==> src/hw/rtl/kvdl_pkg.sv <==
// ----------------------------------------------------------------------------
// kvdl_pkg
// Shared types, widths and helpers for the keyframe vertex decode and lerp
// pipeline.
// ----------------------------------------------------------------------------
package kvdl_pkg;

    // number of register stages from input accept to output register
    localparam int unsigned NSTG = 6;

    // fixed-point widths
    localparam int unsigned QW    = 8;   // quantized vertex
    localparam int unsigned FW    = 16;  // Q8.8 config field
    localparam int unsigned MW    = 32;  // product of two Q8.8 values
    localparam int unsigned DW    = 41;  // decoded axis, 16 fraction bits
    localparam int unsigned DFW   = 42;  // difference of two decoded axes
    localparam int unsigned TW    = 60;  // blended value, 32 fraction bits
    localparam int unsigned POSW  = 24;  // Q16.8 output
    localparam int unsigned TEXW  = 15;  // texel coordinate
    localparam int unsigned SKW   = 13;  // skin size
    localparam int unsigned NUMW  = 29;  // texel * 16384 + size / 2
    localparam int unsigned UVW   = 16;  // Q2.14 output

    // register map of the cfg channel
    typedef enum logic [2:0]
    {
        REG_MODEL_SCALE = 3'd0,
        REG_CUR_SCALE   = 3'd1,
        REG_CUR_OFFSET  = 3'd2,
        REG_NEXT_SCALE  = 3'd3,
        REG_NEXT_OFFSET = 3'd4,
        REG_BLEND       = 3'd5,
        REG_SKIN_WIDTH  = 3'd6,
        REG_SKIN_HEIGHT = 3'd7
    } cfg_reg_t;

    // pipeline load enables, one per stage
    typedef struct packed {
        logic [NSTG-1:0] ld;
    } kvdl_ctl_t;

    // partial result of four restoring division steps
    typedef struct packed {
        logic [NUMW-1:0] rem;
        logic [3:0]      qbits;
    } tdiv_res_t;

    // four quotient bits, highest bit position hi down to hi-3
    function automatic tdiv_res_t tdiv_step4(input logic [NUMW-1:0] rem,
                                             input logic [SKW-1:0]  size,
                                             input int unsigned     hi);
        logic [NUMW-1:0] r;
        logic [NUMW-1:0] d;
        tdiv_res_t       res;
        r = rem;
        res.qbits = 4'b0000;
        for (int k = 0; k < 4; k++)
        begin
            d = {{(NUMW-SKW){1'b0}}, size} << (hi - k);
            if (r >= d)
            begin
                r = r - d;
                res.qbits[3-k] = 1'b1;
            end
        end
        res.rem = r;
        return res;
    endfunction

endpackage

==> src/hw/rtl/kvdl_tex_div.sv <==
// ----------------------------------------------------------------------------
// kvdl_tex_div
// Texel to Q2.14 texture coordinate: pipelined restoring divider, four
// quotient bits per stage, round to nearest and saturate.
// ----------------------------------------------------------------------------
module kvdl_tex_div
(
    input  logic                            clk,
    input  kvdl_pkg::kvdl_ctl_t             ctl,
    input  logic [kvdl_pkg::TEXW-1:0]       texel,
    input  logic [kvdl_pkg::SKW-1:0]        size,
    output logic [kvdl_pkg::UVW-1:0]        coord
);

    logic [kvdl_pkg::NUMW-1:0] num_next;
    logic                      sat_next;
    logic [kvdl_pkg::NUMW-1:0] rem_reg [5];
    logic [kvdl_pkg::UVW-1:0]  quo_reg [5];
    logic                      sat_reg [5];
    logic [kvdl_pkg::UVW-1:0]  coord_reg;

    // numerator with rounding bias, and the saturating cases up front
    always_comb
    begin
        num_next = {texel, 14'b0} + {{(kvdl_pkg::NUMW-kvdl_pkg::SKW+1){1'b0}},
                                     size[kvdl_pkg::SKW-1:1]};
        sat_next = (size == '0) || (num_next >= {size, 16'b0});
    end

    // stage 0
    always_ff @(posedge clk)
    begin
        if (ctl.ld[0])
        begin
            rem_reg[0] <= num_next;
            quo_reg[0] <= '0;
            sat_reg[0] <= sat_next;
        end
    end

    // stages 1..4: four quotient bits each, msb first
    for (genvar g = 1; g < 5; g++)
    begin : g_div
        localparam int unsigned HI = 15 - 4 * (g - 1);
        kvdl_pkg::tdiv_res_t step;

        assign step = kvdl_pkg::tdiv_step4(rem_reg[g-1], size, HI);

        always_ff @(posedge clk)
        begin
            if (ctl.ld[g])
            begin
                rem_reg[g] <= step.rem;
                quo_reg[g] <= {quo_reg[g-1][11:0], step.qbits};
                sat_reg[g] <= sat_reg[g-1];
            end
        end
    end

    // stage 5: output register
    always_ff @(posedge clk)
    begin
        if (ctl.ld[5])
        begin
            coord_reg <= sat_reg[4] ? {kvdl_pkg::UVW{1'b1}} : quo_reg[4];
        end
    end

    assign coord = coord_reg;

endmodule

==> config.mk <==
export PLATFORM = sky130hd
export DESIGN_NAME = kvdl_tex_div
export DESIGN_NICKNAME = d
export VERILOG_FILES = /design/src/hw/rtl/kvdl_pkg.sv /design/src/hw/rtl/kvdl_tex_div.sv
export SDC_FILE = /design/constraint.sdc
export NUM_CORES = 1
export LEC_CHECK = 0
export BUFFER_PORTS_ARGS = -buffer_cell sky130_fd_sc_hd__buf_4
export CORE_ASPECT_RATIO = 1.25
export CORE_UTILIZATION = 50
export CTS_CLUSTER_SIZE = 40
export DETAILED_ROUTE_END_ITERATION = 10
export HOLD_SLACK_MARGIN = 0.05
export PLACE_DENSITY = 0.66
export SLEW_MARGIN = 20
export SYNTH_ARGS = -nofsm -noshare
export SYNTH_HDL_FRONTEND = slang
export SYNTH_SLANG_ARGS = --single-unit
==> constraint.sdc <==
create_clock -name clk -period 28.7 [get_ports clk]
set_input_delay 5.74 -clock clk [delete_from_list [all_inputs] [get_ports clk]]
set_output_delay 5.74 -clock clk [all_outputs]
set_load 0.005 [all_outputs]
==> results_dict.tcl <==
set metrics [dict create \
    synth_top_area_share_pct 25.8 \
    crit_type "input port to register" \
    crit_path_frequent_cell "o21a_1" \
    die_y_um 228 \
    ios 51 \
    grt_pass1_wl_um 89300 \
    place.gp.congestion 0.918 \
    synth_common_cells "220 x ha_1, 211 x a21oi_1, 209 x nand2_1" \
    max_freq_ghz 0.0506 \
    synth_compound_area_share_pct 22.8 \
    root_buffer "clkbuf_16" \
    synthXorXnorAreaFrac_pct 7.91 \
    synth.area.top_cells "edfxtp_1 26%, ha_1 14%, a21oi_1 5.2%, xnor2_1 5.0%, o21ai_0 3.9%" \
    cts_max_level 4 \
    crit_slowest_cell "and2_0" \
    min_path_cells 0 \
    grt_max_degree 43 \
    clock-sinks 175 \
    slew-limit-headroom_pct 27.8 \
    track_usage_pct 27.2 \
    num_vias 18300 \
    synth_cell_types 99 \
    cts_max_path_buffers 2 \
    ys.flop_type "edfxtp_1" \
    hold_end "quo_reg[4][13]" \
    setup_viol 0 \
    status "finished clean" \
    post-synth-top-area-cell "edfxtp_1" \
    critPathMaxFanout 33 \
    synth_top_family_by_area "compound AO/OA/AOI/OAI gates" \
    drt-initial-drc-count 1177 \
    ys_warn_count 0 \
    synth-simple-area-share_pct 20.6 \
    fp.dieW_um 183 \
    hold_ws_ps 423 \
    syn_nets 2666 \
    rows 82 \
    crit_path_end_kind "register" \
    hold_start "quo_reg[3][9]" \
    holdCritPathClass "register to register" \
    worst_ep_arrival_time_ps 19950 \
    postSynthAreaPerCell_um2 8.50 \
    r2r-end "quo_reg[4][0]" \
    antenna_cells 0 \
    routed_wirelength_um 56400 \
    r2r_cells 57 \
    finClkSkew_ps 18.6 \
    tritoncts "done" \
    drc 0 \
    period_share_pct 68.8 \
    synthMuxAreaShare_pct 4.40 \
    postCtsSetupBuffers 0 \
    firstDrtPassIters 6 \
    yosysMostFrequentCell "ha_1" \
    die_area_um2 41600 \
    areaGrowthSynthToFinish_pct 7.86 \
    cts_inserted_buffers 17 \
    postCtsHoldBufs 0 \
    crit_path_start_kind "input port" \
    rsz0062_at_grt "no" \
    via_per_inst 6.14 \
    final_cells 2988 \
    setup-tns-final_ps 0 \
    regToRegStartpoint "rem_reg[0][90]" \
    grt_pass1_vias 17600 \
    io_buffer_count 50 \
    r2r_slack_ps 14170 \
    yosysSeqAreaShare_pct 25.8 \
    fin_crit_ps 19760 \
    ys_seq_elements 175 \
    grt_antenna_before_repair 1 \
    max_cap_viol_count 0 \
    async_flop_share_pct 0 \
    drive_above_1_share_pct 8.89 \
    cts_resized 0 \
    syn_inst 2397 \
    nNetsFinal 2698 \
    timing_hold_violations_final 0 \
    clk_pin_slew_ps 80 \
    synth_edf_count 175 \
    routedWlPerCell_um 18.9 \
    cpPeakStageDelay_ps 620 \
    synth_area_um2 20400 \
    maxSlewViolCount 0 \
    clock_latency_ps 460 \
    worstMarginPinSlew_ps 1070 \
    dp_cells 2956 \
    initial_core_util_pct 50.8 \
    drtAntennaViolNets 0 \
    gr-total-overflow 0 \
    post-dp-hpwl_um 43700 \
    largest_reg_flops 114 \
    fillers 3717 \
    cp.required_ps 28900 \
    core-area_um2 40100 \
    synthAdderAreaFrac_pct 14.9 \
]
cells in the final DEF, fill, tap and decap left out, types with 7 or more instances in the layout:
cell type,instances
ha_1,220
a21oi_1,211
nand2_1,209
nor2_1,198
edfxtp_1,175
o21ai_0,160
inv_1,123
xnor2_1,116
a21o_1,74
xor2_1,68
buf_4,68
nor3_1,53
nand3_1,52
mux2_2,49
nand4_1,48
nor2b_1,44
o21a_1,43
nand2b_1,38
nor4_1,33
or2_2,28
o31ai_1,27
a21boi_0,25
mux2i_1,24
a211oi_1,21
or3_1,19
a31oi_1,18
o21bai_1,18
clkbuf_16,17
and2_1,16
o211ai_1,16
or4_1,14
o31a_1,14
fa_1,14
and4_1,11
o41ai_1,10
a211o_1,9
nand4b_1,8
a2111oi_0,7
mux2_4,7
critical path: cells and delay by family:
family	cells	cell delay, ps
muxes	1	300
AOI/OAI and AO/OA	33	7300
and+or+nand+nor	12	3380
buffers and inverters	6	1610
adders and majority gates	5	1580
kinds of logic after synthesis:
kind of cell	after synthesis
AOI/OAI and AO/OA	722
xor gates and xnor gates	184
adders and majority gates	234
buffers and inverters	183
DFF	175
muxes	80
and+or+nand+nor	819
worst max path at each step:
| stage | startpoint | endpoint | slack, ps | cells past startpoint |
|---|---|---|---|---|
| after floorplan | size[1] | quo_reg[4][0] | 9900 | 60 |
| after global placement | size[1] | rem_reg[0][67] | 8900 | 54 |
| after detailed placement | size[1] | rem_reg[0][70] | 8480 | 53 |
| after CTS | size[1] | rem_reg[0][70] | 8970 | 53 |
| after global routing | size[1] | rem_reg[0][74] | 7440 | 53 |
| final | size[0] | quo_reg[4][0] | 8940 | 57 |
per-layer routing:
metal / wire length [um] / track usage (%) / up-vias
li1: - / - / 9041
met1: 23900 / 31.8 / 8693
met2: 28100 / 49.6 / 477
met3: 1940 / 2.55 / 136
met4: 2450 / 13.9 / 0
met5: 0 / 0 / -
cell type report:
| class | instances | area, um2 | area share [%] |
|---|---|---|---|
| clock inverters | 15 | 213 | 0.968 |
| repair buffers | 68 | 510 | 2.32 |
| well taps | 546 | 683 | 3.11 |
| flip-flops and latches | 175 | 5260 | 23.9 |
| clock buffers | 17 | 425 | 1.94 |
| inverters | 128 | 483 | 2.20 |
| multi-input cells | 2039 | 14400 | 65.6 |
through the flow:
step                setup slack (ps)  utilization, %  area (um2)
global placement                8900            53.2       21300
floorplan                       9900               -       20400
detailed placement              8480            53.2       21300
global route                    7440            54.8       22000
CTS                             8970            54.8       22000
finish                          8940            54.8       22000
Power is not shown: default switching activity piles up to over one toggle a cycle in this logic, so the estimate is an artifact.
